$ cat src/hw/rtl/pol_pkg.sv
// Shared constants, codes and control types for the positional ordered list.
package pol_pkg;

  localparam int DEPTH  = 16;
  localparam int IDX_W  = $clog2(DEPTH);
  localparam int CNT_W  = $clog2(DEPTH + 1);
  localparam int POS_W  = 8;
  localparam int CMP_W  = (CNT_W > POS_W) ? CNT_W : POS_W;
  localparam int ID_W   = 10;
  localparam int PAIR_W = 2 * ID_W;
  localparam int CMD_W  = 3;
  localparam int STAT_W = 2;
  localparam int LEN_W  = 5;
  localparam int IN_W   = 32;
  localparam int OUT_W  = 32;

  typedef enum logic [CMD_W-1:0] {
    CMD_INS_FRONT = 3'd0,
    CMD_INS_BACK  = 3'd1,
    CMD_INS_POS   = 3'd2,
    CMD_DELETE    = 3'd3,
    CMD_COUNT     = 3'd4,
    CMD_READ      = 3'd5
  } cmd_t;

  typedef enum logic [STAT_W-1:0] {
    ST_OK    = 2'd0,
    ST_FULL  = 2'd1,
    ST_RANGE = 2'd2
  } status_t;

  typedef enum logic [2:0] {
    KIND_NONE,
    KIND_INS,
    KIND_DEL,
    KIND_CNT,
    KIND_RD
  } kind_t;

  typedef enum logic [2:0] {
    S_IDLE,
    S_SETUP,
    S_LOOP,
    S_PLACE,
    S_FINISH
  } state_t;

  typedef struct packed {
    logic load;
    logic setup;
    logic step;
    logic place;
    logic commit;
  } dp_ctrl_t;

  typedef struct packed {
    kind_t kind;
    logic  loop_done;
  } dp_stat_t;

endpackage

$ cat src/hw/rtl/pol_datapath.sv
// Datapath: entry memory, walk pointer, match counter and result register.
module pol_datapath (
  input  logic                  clk,
  input  logic                  rst_n,
  input  logic [pol_pkg::IN_W-1:0]  in_tdata,
  input  pol_pkg::dp_ctrl_t     ctrl,
  output pol_pkg::dp_stat_t     stat,
  output logic [pol_pkg::OUT_W-1:0] out_tdata
);
  import pol_pkg::*;

  logic [PAIR_W-1:0] mem [DEPTH];
  logic [PAIR_W-1:0] rd_data_r;

  logic [CMD_W-1:0]  cmd_r;
  logic [PAIR_W-1:0] pair_r;
  logic [POS_W-1:0]  pos_r;

  logic [CNT_W-1:0]  count_r, count_nxt;
  logic [CNT_W-1:0]  ptr_r, stop_r;
  logic              up_r;
  kind_t             kind_r;
  status_t           status_r;
  logic              pend_r;
  logic [IDX_W-1:0]  dst_r;
  logic [CNT_W-1:0]  match_r;
  logic [PAIR_W-1:0] rd_val_r;
  logic [OUT_W-1:0]  out_r;

  // request decode
  logic [CMP_W-1:0]  pos_x, cnt_x;
  logic              pos_bad, full;
  logic [CNT_W-1:0]  pos_m1, slot;
  kind_t             kind_s;
  status_t           status_s;
  logic [CNT_W-1:0]  ptr_s, stop_s;
  logic              up_s;

  // walk
  logic              issue;
  logic [CNT_W-1:0]  src;
  logic              wr_en;
  logic [IDX_W-1:0]  wr_addr;
  logic [PAIR_W-1:0] wr_data;

  always_comb begin
    pos_x   = CMP_W'(pos_r);
    cnt_x   = CMP_W'(count_r);
    pos_bad = (pos_r == '0) || (pos_x > cnt_x);
    full    = (count_r == CNT_W'(DEPTH));
    pos_m1  = CNT_W'(pos_x - CMP_W'(1));
    slot    = (pos_x > cnt_x) ? count_r : pos_m1;
    kind_s   = KIND_NONE;
    status_s = ST_OK;
    ptr_s    = '0;
    stop_s   = '0;
    up_s     = 1'b1;
    unique case (cmd_r) inside
      CMD_INS_FRONT, CMD_INS_BACK, CMD_INS_POS: begin
        if (full) begin
          status_s = ST_FULL;
        end else if ((cmd_r == CMD_INS_POS) && (pos_r == '0)) begin
          status_s = ST_RANGE;
        end else begin
          kind_s = KIND_INS;
          ptr_s  = count_r;
          up_s   = 1'b0;
          if (cmd_r == CMD_INS_FRONT) begin
            stop_s = '0;
          end else if (cmd_r == CMD_INS_BACK) begin
            stop_s = count_r;
          end else begin
            stop_s = slot;
          end
        end
      end
      CMD_DELETE: begin
        if (pos_bad) begin
          status_s = ST_RANGE;
        end else begin
          kind_s = KIND_DEL;
          ptr_s  = pos_m1;
          stop_s = count_r - CNT_W'(1);
        end
      end
      CMD_COUNT: begin
        kind_s = KIND_CNT;
        stop_s = count_r;
      end
      CMD_READ: begin
        if (pos_bad) begin
          status_s = ST_RANGE;
        end else begin
          kind_s = KIND_RD;
          ptr_s  = pos_m1;
          stop_s = CNT_W'(pos_x);
        end
      end
      default: ;
    endcase
  end

  assign issue = ctrl.step && (ptr_r != stop_r);

  always_comb begin
    case (kind_r)
      KIND_INS: src = ptr_r - CNT_W'(1);
      KIND_DEL: src = ptr_r + CNT_W'(1);
      default:  src = ptr_r;
    endcase
  end

  // shift writes trail their reads, landing in the cycle after each read
  assign wr_en   = ctrl.place ||
                   (ctrl.step && pend_r && ((kind_r == KIND_INS) || (kind_r == KIND_DEL)));
  assign wr_addr = ctrl.place ? stop_r[IDX_W-1:0] : dst_r;
  assign wr_data = ctrl.place ? pair_r : rd_data_r;

  always_ff @(posedge clk) begin
    if (wr_en) begin
      mem[wr_addr] <= wr_data;
    end
    if (issue) begin
      rd_data_r <= mem[src[IDX_W-1:0]];
    end
  end

  always_comb begin
    count_nxt = count_r;
    if (kind_r == KIND_INS) begin
      count_nxt = count_r + CNT_W'(1);
    end else if (kind_r == KIND_DEL) begin
      count_nxt = count_r - CNT_W'(1);
    end
  end

  always_ff @(posedge clk) begin
    if (!rst_n) begin
      count_r <= '0;
      pend_r  <= 1'b0;
      kind_r  <= KIND_NONE;
    end else begin
      if (ctrl.setup) begin
        kind_r <= kind_s;
        pend_r <= 1'b0;
      end else if (ctrl.step) begin
        pend_r <= issue;
      end
      if (ctrl.commit) begin
        count_r <= count_nxt;
      end
    end
  end

  always_ff @(posedge clk) begin
    if (ctrl.load) begin
      cmd_r  <= in_tdata[2:0];
      pair_r <= {in_tdata[12:3], in_tdata[22:13]};
      pos_r  <= in_tdata[30:23];
    end
    if (ctrl.setup) begin
      status_r <= status_s;
      ptr_r    <= ptr_s;
      stop_r   <= stop_s;
      up_r     <= up_s;
      match_r  <= '0;
      rd_val_r <= '0;
    end else if (ctrl.step) begin
      if (issue) begin
        dst_r <= ptr_r[IDX_W-1:0];
        ptr_r <= up_r ? (ptr_r + CNT_W'(1)) : (ptr_r - CNT_W'(1));
      end
      if (pend_r) begin
        if ((kind_r == KIND_CNT) && (rd_data_r == pair_r)) begin
          match_r <= match_r + CNT_W'(1);
        end
        if (kind_r == KIND_RD) begin
          rd_val_r <= rd_data_r;
        end
      end
    end
    if (ctrl.commit) begin
      out_r <= {rd_val_r[ID_W-1:0], rd_val_r[PAIR_W-1:ID_W],
                LEN_W'(match_r), LEN_W'(count_nxt), status_r};
    end
  end

  assign stat.kind      = kind_r;
  assign stat.loop_done = (ptr_r == stop_r) && !pend_r;
  assign out_tdata      = out_r;

endmodule

$ cat src/hw/rtl/pol_ctrl.sv
// Controller: command sequencing and result register handshake.
module pol_ctrl (
  input  logic              clk,
  input  logic              rst_n,
  input  logic              in_tvalid,
  output logic              in_tready,
  output logic              out_tvalid,
  input  logic              out_tready,
  input  pol_pkg::dp_stat_t stat,
  output pol_pkg::dp_ctrl_t ctrl
);
  import pol_pkg::*;

  state_t state_r, state_nxt;
  logic   out_valid_r, out_valid_nxt;
  logic   out_free;

  assign out_free = !out_valid_r || out_tready;

  always_comb begin
    state_nxt = state_r;
    unique case (state_r)
      S_IDLE:   if (in_tvalid) state_nxt = S_SETUP;
      S_SETUP:  state_nxt = S_LOOP;
      S_LOOP: begin
        if (stat.loop_done) begin
          state_nxt = (stat.kind == KIND_INS) ? S_PLACE : S_FINISH;
        end
      end
      S_PLACE:  state_nxt = S_FINISH;
      S_FINISH: if (out_free) state_nxt = S_IDLE;
      default:  state_nxt = S_IDLE;
    endcase
  end

  always_comb begin
    ctrl      = '0;
    in_tready = 1'b0;
    unique case (state_r)
      S_IDLE: begin
        in_tready = 1'b1;
        ctrl.load = in_tvalid;
      end
      S_SETUP:  ctrl.setup  = 1'b1;
      S_LOOP:   ctrl.step   = 1'b1;
      S_PLACE:  ctrl.place  = 1'b1;
      S_FINISH: ctrl.commit = out_free;
      default: ;
    endcase
  end

  // hold the result until taken; a fresh load wins over the drain
  always_comb begin
    out_valid_nxt = out_valid_r;
    if (ctrl.commit) begin
      out_valid_nxt = 1'b1;
    end else if (out_tready) begin
      out_valid_nxt = 1'b0;
    end
  end

  always_ff @(posedge clk) begin
    if (!rst_n) begin
      state_r     <= S_IDLE;
      out_valid_r <= 1'b0;
    end else begin
      state_r     <= state_nxt;
      out_valid_r <= out_valid_nxt;
    end
  end

  assign out_tvalid = out_valid_r;

endmodule

$ cat src/hw/rtl/positional_ordered_list.sv
// Ordered list of (college id, course id) pairs with positional insert, delete, count, read.
//
// Input stream: one request per command (insert front, insert back, insert at
// one-based position, delete, count matching pairs, read). Output stream: one
// result per request with status, list length after the command, match count
// and the pair read. Requests are handled one at a time, in order.
// Each request is loaded, set up, walked over the entries it touches with a
// final drain of the memory read, given a place step if it is an accepted
// insert, and finished by loading the result. Insert and delete shift the
// entries behind the position one per cycle through the single read and
// write port of the entry memory; count compares one entry per cycle; read
// touches one entry. The next request is taken in the cycle after the result
// is loaded.
// The result sits in an output register; the next request is taken while it
// waits, and a stalled receiver only stops the block at the point where the
// following result needs that register.
// Reset (synchronous, active low) empties the list; entry contents are not
// cleared, only entries inside the current length are ever read.
module positional_ordered_list (
  input  logic                       clk,
  input  logic                       rst_n,
  input  logic                       in_tvalid,
  output logic                       in_tready,
  // cmd[2:0], college_id[12:3], course_id[22:13], position[30:23], zero pad[31]
  input  logic [pol_pkg::IN_W-1:0]   in_tdata,
  output logic                       out_tvalid,
  input  logic                       out_tready,
  // status[1:0], list_length[6:2], match_count[11:7], read_college[21:12],
  // read_course[31:22]
  output logic [pol_pkg::OUT_W-1:0]  out_tdata
);
  import pol_pkg::*;

  dp_ctrl_t ctrl;
  dp_stat_t stat;

  pol_ctrl u_ctrl (
    .clk        (clk),
    .rst_n      (rst_n),
    .in_tvalid  (in_tvalid),
    .in_tready  (in_tready),
    .out_tvalid (out_tvalid),
    .out_tready (out_tready),
    .stat       (stat),
    .ctrl       (ctrl)
  );

  pol_datapath u_datapath (
    .clk       (clk),
    .rst_n     (rst_n),
    .in_tdata  (in_tdata),
    .ctrl      (ctrl),
    .stat      (stat),
    .out_tdata (out_tdata)
  );

endmodule

$ cat config.mk
export PLATFORM = sky130hd
export DESIGN_NAME = positional_ordered_list
export DESIGN_NICKNAME = d
export VERILOG_FILES = /design/src/hw/rtl/pol_pkg.sv /design/src/hw/rtl/pol_datapath.sv /design/src/hw/rtl/pol_ctrl.sv /design/src/hw/rtl/positional_ordered_list.sv
export SDC_FILE = /design/constraint.sdc
export NUM_CORES = 1
export LEC_CHECK = 0
export ABC_AREA = 1
export BUFFER_PORTS_ARGS = -buffer_cell sky130_fd_sc_hd__buf_2
export CAP_MARGIN = 20
export CORE_MARGIN = 2
export CORE_UTILIZATION = 26
export CTS_BUF_LIST = sky130_fd_sc_hd__clkbuf_4 sky130_fd_sc_hd__clkbuf_8
export DETAILED_ROUTE_END_ITERATION = 8
export GPL_TIMING_DRIVEN = 0
export PLACE_DENSITY = 0.48
export SYNTH_ARGS = -nofsm -noshare
export SYNTH_HDL_FRONTEND = slang
export SYNTH_SLANG_ARGS = --single-unit
$ cat constraint.sdc
create_clock -name clk -period 6.66 [get_ports clk]
set_clock_uncertainty 0.2 [all_clocks]
set_input_delay 0.333 -clock clk [delete_from_list [all_inputs] [get_ports clk]]
set_output_delay 0.333 -clock clk [all_outputs]
set_load 0.01 [all_outputs]
### Word-level counts from Yosys, hierarchy flattened

Memory sizes are Yosys's and may differ from the RTL's. A register that Yosys moved wholly into a read port is not among the register bits.
Cells that the tools add are included.

| operators by class | value |
|---|---|
| add/sub/neg operators | 6 |
| order comparisons | 1 |
| equality and inequality tests | 20 |
| mux-type cells | 46 |
| bitwise logic cells | 3 |
| reductions and logical operators | 27 |

Operator list:

| operator | number |
|---|---|
| $mux W5 | 16 |
| $eq A20 B20 Y1 | 1 |
| $mux W20 | 1 |
| $pmux W5 S4 | 1 |
| $eq A3 B2 Y1 const B | 6 |
| $add A5 B1 Y5 const B | 3 |
| $mux W3 | 5 |
| $pmux W3 S5 | 1 |
| $sub A5 B1 Y5 const B | 3 |
| $mux W1 | 13 |
| $eq A3 B3 Y1 const B | 4 |
| $pmux W3 S4 | 1 |
| $reduce_and A3 Y1 | 4 |
| $pmux W5 S2 | 1 |
| $eq A3 B1 Y1 const B | 3 |
| $gt A8 B5 Y1 | 1 |
| $logic_not A8 Y1 | 1 |
| $mux W2 | 4 |
| $pmux W4 S2 | 1 |
| $logic_and A1 B1 Y1 | 6 |
| $logic_not A3 Y1 | 2 |
| $reduce_bool A2 Y1 | 3 |
| $reduce_or A2 Y1 | 3 |
| $eq A5 B5 Y1 | 1 |
| 11 further kinds | 18 |

| word-level totals | value |
|---|---|
| register bits | 118 |
| RAM bits | 320 |
| input port bits | 36 |
| output and inout port bits | 34 |
| word-level logic and storage cells | 120 |
| memories | 1 |

Memory list:

| name | depth | width | rd ports | clocked after memory_dff | wr ports | line | text |
|---|---|---|---|---|---|---|---|
| u_datapath.mem | 16 | 20 | 1 | 1 | 1 | pol_datapath.sv:12 | `logic [PAIR_W-1:0] mem [DEPTH];` |

### Logic depth before layout (Yosys ltp)

Gate-level depths: netlist of the first run.

| depth | value |
|---|---|
| depth in word-level cells | 7 |
| gate-level depth with buffers | 15 |
| mapped depth without buffers | 13 |

### By module

A second synthesis of the first run with hierarchy kept.

| second synthesis, totals | value |
|---|---|
| cell total of the unflattened synthesis | 2013 |
| area, all modules | 20154.3 um2 |

By module, submodules not included:

| module | times used | cells each | area each (um2) |
|---|---|---|---|
| pol_datapath | 1 | 1965 | 19859.0 |
| pol_ctrl | 1 | 48 | 295.3 |

### Worst setup path before layout of the first run

Ideal clock, no wire load.

| path | value |
|---|---|
| kind | reg2reg |
| from | reg u_ctrl.state_r[2] |
| to | reg u_datapath.count_r[0] |
| setup time | 0.118 ns |
| arrival time | 2.886 ns |
| setup slack | 3.456 ns |
| stages on the path, launching flop included | 8 |
| path buffers | 0 |
| cells stage by stage | dfxtp_1 inv_1 nor3_1 inv_1 nor2_1 clkinv_1 o21ai_0 inv_1 |

RTL lines:

| item | line | text |
|---|---|---|
| start: declaration | pol_ctrl.sv:14 | `state_t state_r, state_nxt;` |
| start signal: assignment | pol_ctrl.sv:67 | `state_r <= state_nxt;` |
| end signal: assignment | pol_datapath.sv:150 | `count_r <= count_nxt;` |
| end: declaration | pol_datapath.sv:19 | `logic [CNT_W-1:0] count_r, count_nxt;` |

### Worst setup path in the final report of the first run

| path | value |
|---|---|
| from | reg u_ctrl.state_r[2] |
| to | mem u_datapath.mem[2][0] (netlist bit), enable pin |

| between the ends | value |
|---|---|
| word-level cells in the longest chain between the ends | 7 |
| elaborated cells between the ends (all ways) | 10 |

Ends and longest elaborated chain:

| item | line | text |
|---|---|---|
| $eq A3 B2 Y1 | pol_ctrl.sv:39 | `unique case (state_r)` |
| $mux W1 | pol_ctrl.sv:39 |  |
| $logic_and A1 B1 Y1 (2 in a row) | pol_datapath.sv:115 | `(ctrl.step && pend_r && ((kind_r == KIND_INS) \|\| (kind_r == KIND_DEL)));` |
| $logic_or A1 B1 Y1 | pol_datapath.sv:114 | `assign wr_en = ctrl.place \|\|` |
| $mux W1 | pol_datapath.sv:120 | `if (wr_en) begin` |
| $mux W1 (not written as such) | pol_datapath.sv:121 | `mem[wr_addr] <= wr_data;` |
| end: declaration | pol_datapath.sv:12 |  |

Several ways; a longest one is shown, not always the timed one.

==> summary.txt, run 1 <==
Placement
  – Input/output buffers: between 60 and 70
  – Placer Congestion: just under 0.9
  – DP Wirelength: 36,600 um
  – Placed insts: 3,006

STA
  – Max-slew violations: 0
  – Final number of setup-violating endpoints: 0
  – Final worst path period share: 0.514
  – Final Hold Violating Endpoints: 0
  – RSZ-0062 raised after global routing: no
  – Final min period: roughly 3.4 ns
  – Setup total negative slack: 0 ns
  – Worst-Margin Slew: ~1.0 ns
  – F_max: between 200 and 300 MHz
  – Slew HR: 0.317

Pwr
  – VDD IR-drop max: roughly 210 uV
  – Leakage: 9.58 nW
  – Power Density: 498 nW/um2

Setup path
  – Reg2Reg Depth: 8
  – CP Depth: 8
  – Buffers and inverters on the worst path: 3
  – Slowest CP cell: o21ai_0
  – FF-to-FF setup slack: 3.24 ns
  – Reg2reg end: u_datapath.mem[2][0]$_DFFE_PP_
  – CP max stage delay: 0.58 ns
  – Crit path DAT: 3.57 ns
  – Worst EP required: between 6 and 7 ns
  – CP endpoint kind: flip-flop
  – Worst Setup EP: u_datapath.mem[2][0]$_DFFE_PP_
  – R2R Path Start: u_ctrl.state_r[2]$_SDFFE_PN0P_
  – Max Fanout on Critical Path: 14
  – Crit path kind: flip-flop to flip-flop
  – Critical Path Start Type: flip-flop
  – CP Launch Point: u_ctrl.state_r[2]$_SDFFE_PN0P_
  – Critical path, cell by cell: inv_1 > nand3_1 > nor2_1 > inv_1 > o21ai_0 > nand3_1 > nor2_2 > buf_16
  – Crit-path leading delay family: simple AND/OR/NAND/NOR gates

Routing
  – Wirelength per Cell: between 15 and 20 um
  – Antenna viol nets, final: 0
  – Number of DRC markers in iteration 0: roughly 1,000
  – Final wirelength: roughly 52,000 um
  – DRC viols: 0
  – DR top layer: met4
  – Vias per cell: between 4 and 5
  – WL met1: ~24,000 um
  – Vias: approximately 14,000
  – Drt pass-1 iters: 5
  – Metal2 WL: approximately 24,000 um
  – DR WL met3: between 2000 and 2500 um

Clocking
  – Clock root cell: clkbuf_8
  – CTS sink cnt: 458
  – Max Root-Sink Buffers: 3
  – Num CTS Buffers: 76
  – Clk_lat worst skew: 0.66 ns
  – CTS clk-pin slew, worst paths: roughly 0.06 ns
  – TritonCTS clock tree: built
  – CTS H-tree depth: 3

Synth
  – Synth top area cells: edfxtp_1, nand2_1, nand3_1, inv_1, dfxtp_1
  – Seq cells post-synth: roughly 460
  – Synthesized area per cell: between 10 and 15 um2
  – Register area share after synthesis: 0.670
  – Synth unique cells: 38
  – Ys Warns: 0
  – Syn Nets: 1,933
  – Synth top area share: 0.632
  – Mapped Area: 20,000 um2
  – Cell count after synthesis: 1,885
  – Top cell type by total area after synthesis: edfxtp_1

Die
  – Chip width: ~280 um
  – Core box area: 75,900 um2
  – Die area: between 70,000 and 80,000 um2
  – # IOs: 70
  – Site row count: 101
  – Die extent in y: around 280 um
  – Initial Util: 0.263

Worst hold path
  – Min-delay src: in_tdata[14]
  – Depth of the worst hold-timing path: 2
  – Hold Path Class: primary input to flip-flop

Global route
  – Vias in the first global route: roughly 13,000
  – Largest net degree at the start of global routing: 35
  – Initial antenna violation count: 1
  – Gr usage total: 0.131
  – Total global routing overflow: 0
  – First-pass GRT wire length: 78,000 um

Outcome
  – Status: complete, no violations

Final layout
  – Layout cells sized above 1: 0.146
  – Area growth syn-to-layout: 20.4%
  – Filler cells: between 7,000 and 8,000
  – Final net count: between 2,000 and 2,500
  – Final Non-Filler Cells: between 3,000 and 4,000

Flow run
  – Max-cap violations: 0
==> cell usage after synthesis <==
cell        n
a211oi_1    1
a21boi_0    1
a21boi_1    1
a21oi_1    29
and2_1      1
buf_2      44
buf_4       1
buf_6       1
clkbuf_1   33
clkinv_1    2
dfxtp_1    38
edfxtp_1  420
ha_1       12
inv_1     253
inv_2       5
mux2_2      8
nand2_1   478
nand2_2     2
nand2_4     1
nand2b_1    1
nand3_1   265
nand3_2     2
nand3b_1   42
nand4_1    15
nor2_1     84
nor2_2      1
nor3_1     10
nor3b_1     1
o211ai_1   25
o21a_1      1
o21ai_0    54
o21bai_1    3
o221ai_1    1
o22ai_1     2
or2_0      20
or2_2       1
xnor2_1    13
xor2_1     13
==> kinds of logic after synthesis <==
family,after synthesis,synth area share
AO/OA/AOI/OAI,118,0.0339
XOR/XNOR,26,0.0114
adder cells (fa/ha/maj),12,0.00752
buffers and inverters,339,0.0671
flip-flops,458,0.670
multiplexers,8,0.00452
AND/OR/NAND/NOR,924,0.205
==> flip-flops by register name, indices dropped and copies added (netlist names) <==
| register | count |
|---|---|
| u_datapath.pos_r | 8 |
| u_datapath.out_tdata | 32 |
| u_datapath.kind_r | 3 |
| u_ctrl.state_r | 3 |
| u_datapath.mem | 320 |
| u_datapath.rd_data_r | 20 |
| u_datapath.count_r | 5 |
| u_datapath.pair_r | 20 |
| u_datapath.dst_r | 4 |
| u_ctrl.out_tvalid | 1 |
| u_datapath.cmd_r | 3 |
| u_datapath.match_r | 5 |
| u_datapath.stop_r | 5 |
| u_datapath.ptr_r | 5 |
| u_datapath.status_r | 2 |
| u_datapath.pend_r | 1 |
| u_datapath.up_r | 1 |
| u_datapath.rd_val_r | 20 |
==> power by group <==
| group | leakage [nW] | total (mW) | internal [mW] | switching (mW) |
|---|---|---|---|---|
| clock | 0.835 | 2.56 | 1.42 | 1.14 |
| sequential | 4.12 | 4.04 | 3.85 | 0.195 |
| combinational | 4.63 | 5.36 | 1.53 | 3.83 |
==> cells in the final DEF, fill, tap and decap left out, types with 13 or more instances in the layout <==
| cell | netlist | routed |
|---|---|---|
| a21oi_1 | 29 | 29 |
| buf_2 | 44 | 112 |
| buf_8 | 0 | 15 |
| clkbuf_1 | 33 | 33 |
| clkbuf_4 | 0 | 22 |
| clkbuf_8 | 0 | 85 |
| clkinv_1 | 2 | 14 |
| dfxtp_1 | 38 | 38 |
| dlygate4sd3_1 | 0 | 34 |
| edfxtp_1 | 420 | 420 |
| inv_1 | 253 | 253 |
| nand2_1 | 478 | 478 |
| nand3_1 | 265 | 265 |
| nand3b_1 | 42 | 42 |
| nand4_1 | 15 | 15 |
| nor2_1 | 84 | 66 |
| nor2_2 | 1 | 17 |
| o211ai_1 | 25 | 25 |
| o21ai_0 | 54 | 42 |
| or2_0 | 20 | 20 |
| xnor2_1 | 13 | 13 |
| xor2_1 | 13 | 13 |
==> worst min-delay path by stage <==
stage	endpoint
finish	u_datapath.pair_r[1]$_DFFE_PP_
global placement	u_datapath.out_tdata[0]$_DFFE_PP_
floorplan	u_datapath.out_tdata[0]$_DFFE_PP_
detailed placement	u_datapath.out_tdata[0]$_DFFE_PP_
CTS	u_datapath.pair_r[3]$_DFFE_PP_
global route	u_datapath.pair_r[1]$_DFFE_PP_
==> routing by layer <==
layer / up-vias / track usage
met3: 111 / 0.0201
met4: 0 / 0.0653
met1: 6325 / 0.169
met2: 384 / 0.216
met5: - / 0
li1: 6748 / -
==> layout make-up <==
cell class,instances,area [um2],share of cell area
clock buffers,107,1340,0.0556
multi-input cells,1088,5340,0.222
diodes,1,2.50,0.000104
flip-flops and latches,458,13400,0.557
well taps,1030,1290,0.0536
inverters,260,976,0.0406
plain buffers,79,363,0.0151
clock inverters,33,244,0.0102
repair buffers,125,1110,0.0460
==> through the flow <==
step | area (um2) | utilization | setup slack (ns) | power [mW] | hold WS (ns)
2_1_floorplan | 20000 | - | 3.46 | 7.39 | 0.200
3_3_place_gp | 21600 | 0.284 | 2.41 | 9.29 | 0.212
3_5_place_dp | 22100 | 0.291 | 3.26 | 9.45 | 0.207
4_1_cts | 24000 | 0.316 | 3.26 | 12.1 | 0.131
5_1_grt | 24000 | 0.316 | 3.15 | 12.8 | 0.166
6_report | 24000 | 0.316 | 3.24 | 12.0 | 0.185
==> timing repair <==
| action | in CTS | in global routing |
|---|---|---|
| resized for setup | 0 | 0 |
| buffers inserted | 0 | 0 |
| hold buffers | 34 | 0 |
| hold endpoints to repair | 55 | 0 |
No activity file was read; power rests on OpenSTA's default activity.
==> run 2, diff against run 1 <==
Clock period 6.66 ns to 3.2 ns, I/O delays scaled along.
==> summary.txt, run 2 (same netlist as run 1, synthesis figures left out) <==
Outcome
  – Status: complete, no violations (unchanged)

STA
  – RSZ-0062 raised after global routing: no (unchanged)
  – Final Hold Violating Endpoints: 0 (unchanged)
  – Worst-Margin Slew: 1.04 ns (was 1.02 ns)
  – Final min period: 3.02 ns (was 3.42 ns)
  – Slew HR: 0.303 (was 0.317)
  – Final WS setup: 0.178 ns (was 3.24 ns)
  – Max-slew violations: 0 (unchanged)
  – Final worst path period share: 0.944 (was 0.514)
  – F_max: 331 MHz (was 292 MHz)
  – Final number of setup-violating endpoints: 0 (unchanged)

Routing
  – Vias: 13,600 (about the same)
  – Number of DRC markers in iteration 0: 918 (was 1,001)
  – Antenna viol nets, final: 0 (unchanged)
  – Drt pass-1 iters: 5 (unchanged)
  – Wirelength per Cell: 16.3 um (about the same)
  – DRC viols: 0 (unchanged)
  – Vias per cell: 4.25 (was 4.27)
  – Final wirelength: 52,200 um (was 52,000 um)

Final layout
  – Filler cells: 7,740 (was 7,729)
  – Final Cell Area: 24,300 um2 (was 24,000 um2)
  – Final net count: 2,160 (was 2,136)
  – Layout cells sized above 1: 0.149 (was 0.146)
  – Commonest cells after routing, fill and taps aside: nand2_1, edfxtp_1, nand3_1, inv_1, buf_2 (unchanged)
  – Biggest register: u_datapath.mem (unchanged)
  – Most common cell after layout, fill and taps aside: nand2_1 (unchanged)
  – Area growth syn-to-layout: 21.9% (was 20.4%)
  – Max reg flops: 320 (unchanged)

Setup path
  – Crit path kind: flip-flop to flip-flop (unchanged)
  – Critical path, cell by cell: nand3_1 > nor2_1 > inv_1 > o21ai_0 > inv_1 > nand2_1 > nor2_1 > nand2_1 > nand2_1 > dlygate4sd3_1 > nor2_1 > dlygate4sd3_1 (was inv_1 > nand3_1 > nor2_1 > inv_1 > o21ai_0 > nand3_1 > nor2_2 > buf_16)
  – CP endpoint kind: flip-flop (unchanged)
  – Worst EP required: 3.61 ns (was 6.80 ns)
  – Reg2reg end: u_ctrl.state_r[1]$_SDFFE_PN0P_ (was u_datapath.mem[2][0]$_DFFE_PP_)
  – FF-to-FF setup slack: 0.18 ns (was 3.24 ns)
  – Max Fanout on Critical Path: 5 (was 14)
  – CP max stage delay: 0.54 ns (was 0.58 ns)
  – R2R Path Start: u_ctrl.state_r[1]$_SDFFE_PN0P_ (was u_ctrl.state_r[2]$_SDFFE_PN0P_)
  – Reg2Reg Depth: 12 (was 8)
  – Critical Path Start Type: flip-flop (unchanged)
  – Crit path DAT: 3.43 ns (was 3.57 ns)
  – Slowest CP cell: dlygate4sd3_1 (was o21ai_0)

Clocking
  – CTS clk-pin slew, worst paths: 0.06 ns (about the same)
  – Post-CTS setup buffer count: 0 (unchanged)
  – Max Root-Sink Buffers: 3 (unchanged)
  – Clk_lat worst skew: 0.68 ns (was 0.66 ns)
  – CTS sink cnt: 458 (unchanged)
  – Num CTS Buffers: 77 (was 76)
  – TritonCTS clock tree: built (unchanged)
  – Clock root cell: clkbuf_8 (unchanged)
  – CTS H-tree depth: 3 (unchanged)

Pwr
  – P_int: 14.2 mW (was 6.80 mW)
  – VDD IR-drop max: 438 uV (was 211 uV)
  – Leakage: 9.69 nW (was 9.58 nW)
  – Combinational Power Share: 0.450 (was 0.448)
  – Share of power burned in the clock network: 0.213 (was 0.214)
  – Power Density: 1030 nW/um2 (was 498 nW/um2)
  – P_sw: 10.8 mW (was 5.16 mW)
  – Share of power burned in registers: 0.337 (was 0.338)
  – Sw frac: 0.433 (was 0.432)

Worst hold path
  – Depth of the worst hold-timing path: 2 (unchanged)
  – Hold Path Class: primary input to flip-flop (unchanged)
  – Hold path endpoint: u_datapath.pair_r[18]$_DFFE_PP_ (was u_datapath.pair_r[1]$_DFFE_PP_)
  – Min-delay src: in_tdata[11] (was in_tdata[14])

Global route
  – Largest net degree at the start of global routing: 35 (unchanged)
  – Vias in the first global route: 13,700 (was 13,300)
  – Gr usage total: 0.133 (was 0.131)
  – Initial antenna violation count: 1 (unchanged)
  – First-pass GRT wire length: 79,700 um (was 78,000 um)
  – Total global routing overflow: 0 (unchanged)

Placement
  – DP Wirelength: 36,700 um (was 36,600 um)
  – Input/output buffers: 68 (unchanged)
  – Placed cell area: 22,100 um2 (about the same)
  – DP Worst Slack: -0.188 ns (was 3.26 ns)
  – Placer Congestion: 0.885 (was 0.889)

Flow run
  – Max-cap violations: 0 (unchanged)

Die
  – # IOs: 70 (unchanged)
  – Chip width: 281 um (unchanged)
  – Die extent in y: 281 um (unchanged)
  – Core box area: 75,900 um2 (unchanged)
  – Initial Util: 0.263 (unchanged)
  – Site row count: 101 (unchanged)
  – Die area: 79,000 um2 (unchanged)
-- run 2: cell types whose count changed in the layout (fill, tap and decap cells not counted), sizes merged --
cell         previous run  this run
clkinvlp                3         2
dlygate4sd3            34        56
buf                   137       138
clkinv                 26        23
inv                   261       262
bufinv                  3         2
clkbuf                140       143
-- run 2: timing repair --
item	in CTS	in global routing
resized for setup	7	14
hold endpoints to repair	75	0
gates cloned	0	0
endpoints found under the setup margin	212	117
hold buffers	56	0
-- run 2: final cells by class --
class | instances | area (um2) | area share
well taps | 1030 | 1290 | 0.0530
flip-flops and latches | 458 | 13400 | 0.550
clock inverters | 29 | 211 | 0.00869
repair buffers | 148 | 1330 | 0.0548
plain buffers | 79 | 364 | 0.0150
diodes | 1 | 2.50 | 0.000103
clock buffers | 110 | 1360 | 0.0558
inverters | 260 | 976 | 0.0401
multi-input cells | 1088 | 5420 | 0.223
-- run 2: how the worst max path moves through the flow --
stage          depth (start not counted)                            from                                end
6_report                              12  u_ctrl.state_r[1]$_SDFFE_PN0P_     u_ctrl.state_r[1]$_SDFFE_PN0P_
5_1_grt                                7  u_ctrl.state_r[2]$_SDFFE_PN0P_     u_datapath.mem[2][0]$_DFFE_PP_
4_1_cts                                7  u_ctrl.state_r[1]$_SDFFE_PN0P_    u_datapath.mem[6][13]$_DFFE_PP_
3_5_place_dp                          10   u_datapath.ptr_r[0]$_DFFE_PP_  u_datapath.rd_data_r[5]$_DFFE_PP_
3_3_place_gp                           4  u_ctrl.state_r[1]$_SDFFE_PN0P_     u_datapath.mem[3][5]$_DFFE_PP_
2_1_floorplan                          7  u_ctrl.state_r[2]$_SDFFE_PN0P_     u_datapath.mem[0][0]$_DFFE_PP_
-- run 2: per-stage QoR --
stage,total power [mW],TNS [ns],instances,util,hold slack (ns)
6_report,25.0,0,3203,0.320,0.0492
3_5_place_dp,19.7,-11.67,3007,0.291,0.138
4_1_cts,25.2,0,3202,0.319,0.00106
5_1_grt,26.7,0,3203,0.320,0.0185
3_3_place_gp,19.3,-405.16,2983,0.284,0.137
2_1_floorplan,15.4,0,1885,-,0.0589
-- run 2: layer usage --
metal  routed length, um  track usage
met2               24300        0.221
met1               23700        0.172
met5                   0            0
met4                1540       0.0561
met3                2660       0.0200
-- run 2: worst max-delay path, delay by kind of cell (launching register included) --
| kind | cells | cell delay (ns) |
|---|---|---|
| buffers and inverters | 4 | 1.32 |
| AND/OR/NAND/NOR | 7 | 0.91 |
| AO/OA/AOI/OAI | 1 | 0.12 |
| flip-flops | 1 | 0.40 |
-- run 2: power groups by stage --
stage	clock, mW	combinational (mW)	sequential [mW]
after detailed placement	0	11.1	8.54
after CTS	5.48	11.2	8.42
after floorplan	0	6.94	8.45
final	5.32	11.3	8.42
after global placement	0	10.7	8.59
after global routing	5.76	12.5	8.48
==> run 3, diff against run 2 <==
Settings changed: CTS_CLUSTER_SIZE set to 10, HOLD_SLACK_MARGIN set to 0.12, SETUP_SLACK_MARGIN set to 0.2.
==> summary.txt, run 3 (same netlist as run 1, synthesis figures left out) <==
Clocking
  – CTS H-tree depth: 3 (unchanged)
  – TritonCTS clock tree: built (unchanged)
  – Max Root-Sink Buffers: 3 (unchanged)
  – CTS clk-pin slew, worst paths: 0.06 ns (about the same)
  – Num CTS Buffers: 77 (unchanged)
  – CTS sink cnt: 458 (unchanged)
  – Clk_lat worst skew: 0.68 ns (about the same)
  – Clock root cell: clkbuf_8 (unchanged)

Outcome
  – Status: complete, no violations (unchanged)

Routing
  – DRC viols: 0 (unchanged)
  – Antenna viol nets, final: 0 (unchanged)
  – Vias: 13,700 (was 13,600)
  – DR top layer: met4 (unchanged)
  – Drt pass-1 iters: 5 (unchanged)
  – Wirelength per Cell: 16.3 um (about the same)
  – Metal2 WL: 24,500 um (was 24,300 um)
  – Number of DRC markers in iteration 0: 985 (was 918)
  – Vias per cell: 4.27 (was 4.25)
  – DR WL met3: 2750 um (was 2660 um)
  – WL met1: 23,600 um (was 23,700 um)
  – Final wirelength: 52,400 um (was 52,200 um)

Setup path
  – Buffers and inverters on the worst path: 3 (was 4)
  – Crit-path leading delay family: simple AND/OR/NAND/NOR gates (was buffers and inverters)
  – Critical path, cell by cell: inv_1 > ha_1 > xnor2_1 > o22ai_1 > nor2_4 > inv_1 > clkbuf_2 > nand3_1 > nand3_1 > nand2_1 (was nand3_1 > nor2_1 > inv_1 > o21ai_0 > inv_1 > nand2_1 > nor2_1 > nand2_1 > nand2_1 > dlygate4sd3_1 > nor2_1 > dlygate4sd3_1)
  – FF-to-FF setup slack: 0.31 ns (was 0.18 ns)
  – Crit path kind: flip-flop to flip-flop (unchanged)
  – Slowest CP cell: edfxtp_1 (was dlygate4sd3_1)
  – Critical Path Start Type: flip-flop (unchanged)
  – Crit path DAT: 3.21 ns (was 3.43 ns)
  – Worst EP required: 3.51 ns (was 3.61 ns)
  – CP endpoint kind: flip-flop (unchanged)
  – Max Fanout on Critical Path: 10 (was 5)
  – CP max stage delay: 0.52 ns (was 0.54 ns)

Final layout
  – Area growth syn-to-layout: 22.8% (was 21.9%)
  – Final net count: 2,173 (was 2,160)
  – Biggest register: u_datapath.mem (unchanged)
  – Final Non-Filler Cells: 3,216 (was 3,203)
  – Fin util: 0.323 (was 0.320)
  – Final Cell Area: 24,500 um2 (was 24,300 um2)
  – Max reg flops: 320 (unchanged)
  – Commonest cells after routing, fill and taps aside: nand2_1, edfxtp_1, nand3_1, inv_1, buf_2 (unchanged)
  – Most common cell after layout, fill and taps aside: nand2_1 (unchanged)
  – Layout cells sized above 1: 0.154 (was 0.149)

STA
  – Worst-Margin Slew: 1.01 ns (was 1.04 ns)
  – F_max: 345 MHz (was 331 MHz)
  – Setup total negative slack: 0 ns (unchanged)
  – Final worst path period share: 0.905 (was 0.944)
  – Final Hold Violating Endpoints: 0 (unchanged)
  – RSZ-0062 raised after global routing: yes (was no)
  – Final min period: 2.89 ns (was 3.02 ns)
  – Max-slew violations: 0 (unchanged)
  – Final number of setup-violating endpoints: 0 (unchanged)
  – Slew HR: 0.326 (was 0.303)

Placement
  – Placed cell area: 22,100 um2 (unchanged)
  – Placer Congestion: 0.885 (unchanged)
  – Input/output buffers: 68 (unchanged)
  – Placed insts: 3,007 (unchanged)
  – DP Wirelength: 36,700 um (unchanged)

Global route
  – Largest net degree at the start of global routing: 35 (unchanged)
  – Vias in the first global route: 13,700 (about the same)
  – First-pass GRT wire length: 80,000 um (was 79,700 um)
  – Gr usage total: 0.133 (about the same)
  – Total global routing overflow: 0 (unchanged)
  – Initial antenna violation count: 2 (was 1)

Die
  – Site row count: 101 (unchanged)
  – Core box area: 75,900 um2 (unchanged)
  – Chip width: 281 um (unchanged)
  – Initial Util: 0.263 (unchanged)
  – Die extent in y: 281 um (unchanged)
  – Die area: 79,000 um2 (unchanged)
  – # IOs: 70 (unchanged)

Pwr
  – Power Density: 1030 nW/um2 (about the same)
  – P_int: 14.3 mW (was 14.2 mW)
  – Share of power burned in the clock network: 0.212 (was 0.213)
  – P_sw: 10.9 mW (was 10.8 mW)
  – VDD IR-drop max: 445 uV (was 438 uV)
  – Share of power burned in registers: 0.335 (was 0.337)
  – Combinational Power Share: 0.453 (was 0.450)
  – Leakage: 9.78 nW (was 9.69 nW)
  – Sw frac: 0.433 (about the same)

Flow run
  – Max-cap violations: 0 (unchanged)

Worst hold path
  – Hold Path Class: flip-flop to flip-flop (was primary input to flip-flop)
==> run 3: cell types whose count changed in the layout (fill, tap and decap cells not counted), moves of 2 or more <==
cell | before | now
clkbuf_1 | 32 | 23
clkbuf_2 | 1 | 10
nor2_4 | 13 | 15
dlygate4sd3_1 | 56 | 68
nand3_1 | 261 | 259
==> run 3: cell type report <==
cell class | instances | area, um2
buffer | 79 | 375
timing repair buffer | 161 | 1470
multi-input combinational | 1088 | 5450
fill | 7731 | 51400
clock inverter | 29 | 211
clock buffer | 110 | 1360
antenna | 1 | 2.50
sequential | 458 | 13400
inverter | 260 | 976
tap | 1030 | 1290
==> run 3: timing repair <==
item,CTS,global route
pin swaps,0,1
resized for setup,22,24
hold buffers,68,0
hold endpoints to repair,107,0
setup buffers,0,1
endpoints found under the setup margin,327,91
==> run 3: final timing paths <==
| kind | from | end | depth (start not counted) |
|---|---|---|---|
| hold / removal | u_datapath.status_r[0]$_DFFE_PP_ | u_datapath.out_tdata[0]$_DFFE_PP_ | 0 |
| setup reg to reg | u_datapath.ptr_r[0]$_DFFE_PP_ | u_datapath.rd_data_r[8]$_DFFE_PP_ | 10 |
| hold reg to reg | u_datapath.status_r[0]$_DFFE_PP_ | u_datapath.out_tdata[0]$_DFFE_PP_ | 0 |
| setup / recovery | u_datapath.ptr_r[0]$_DFFE_PP_ | u_datapath.rd_data_r[8]$_DFFE_PP_ | 10 |
==> run 3: power groups by stage <==
stage	clock network (mW)	logic [mW]	registers [mW]
2_1_floorplan	0	6.94	8.45
3_3_place_gp	0	10.7	8.59
3_5_place_dp	0	11.1	8.54
4_1_cts	5.48	11.3	8.42
5_1_grt	5.76	12.6	8.48
6_report	5.32	11.4	8.42
==> run 3: layer usage <==
layer	GRT usage	up-vias
met4	0.0569	0
met2	0.222	369
met5	0	-
met1	0.173	6460
met3	0.0201	91
li1	-	6824
==> run 3: per-stage QoR <==
step / hold WS (ns) / total power, mW / setup WS (ns)
4_1_cts: 0.218 / 25.2 / 0.253
3_3_place_gp: 0.137 / 19.3 / -0.953
3_5_place_dp: 0.138 / 19.7 / -0.188
5_1_grt: 0.239 / 26.9 / 0.188
2_1_floorplan: 0.0589 / 15.4 / 0.494
6_report: 0.225 / 25.1 / 0.305
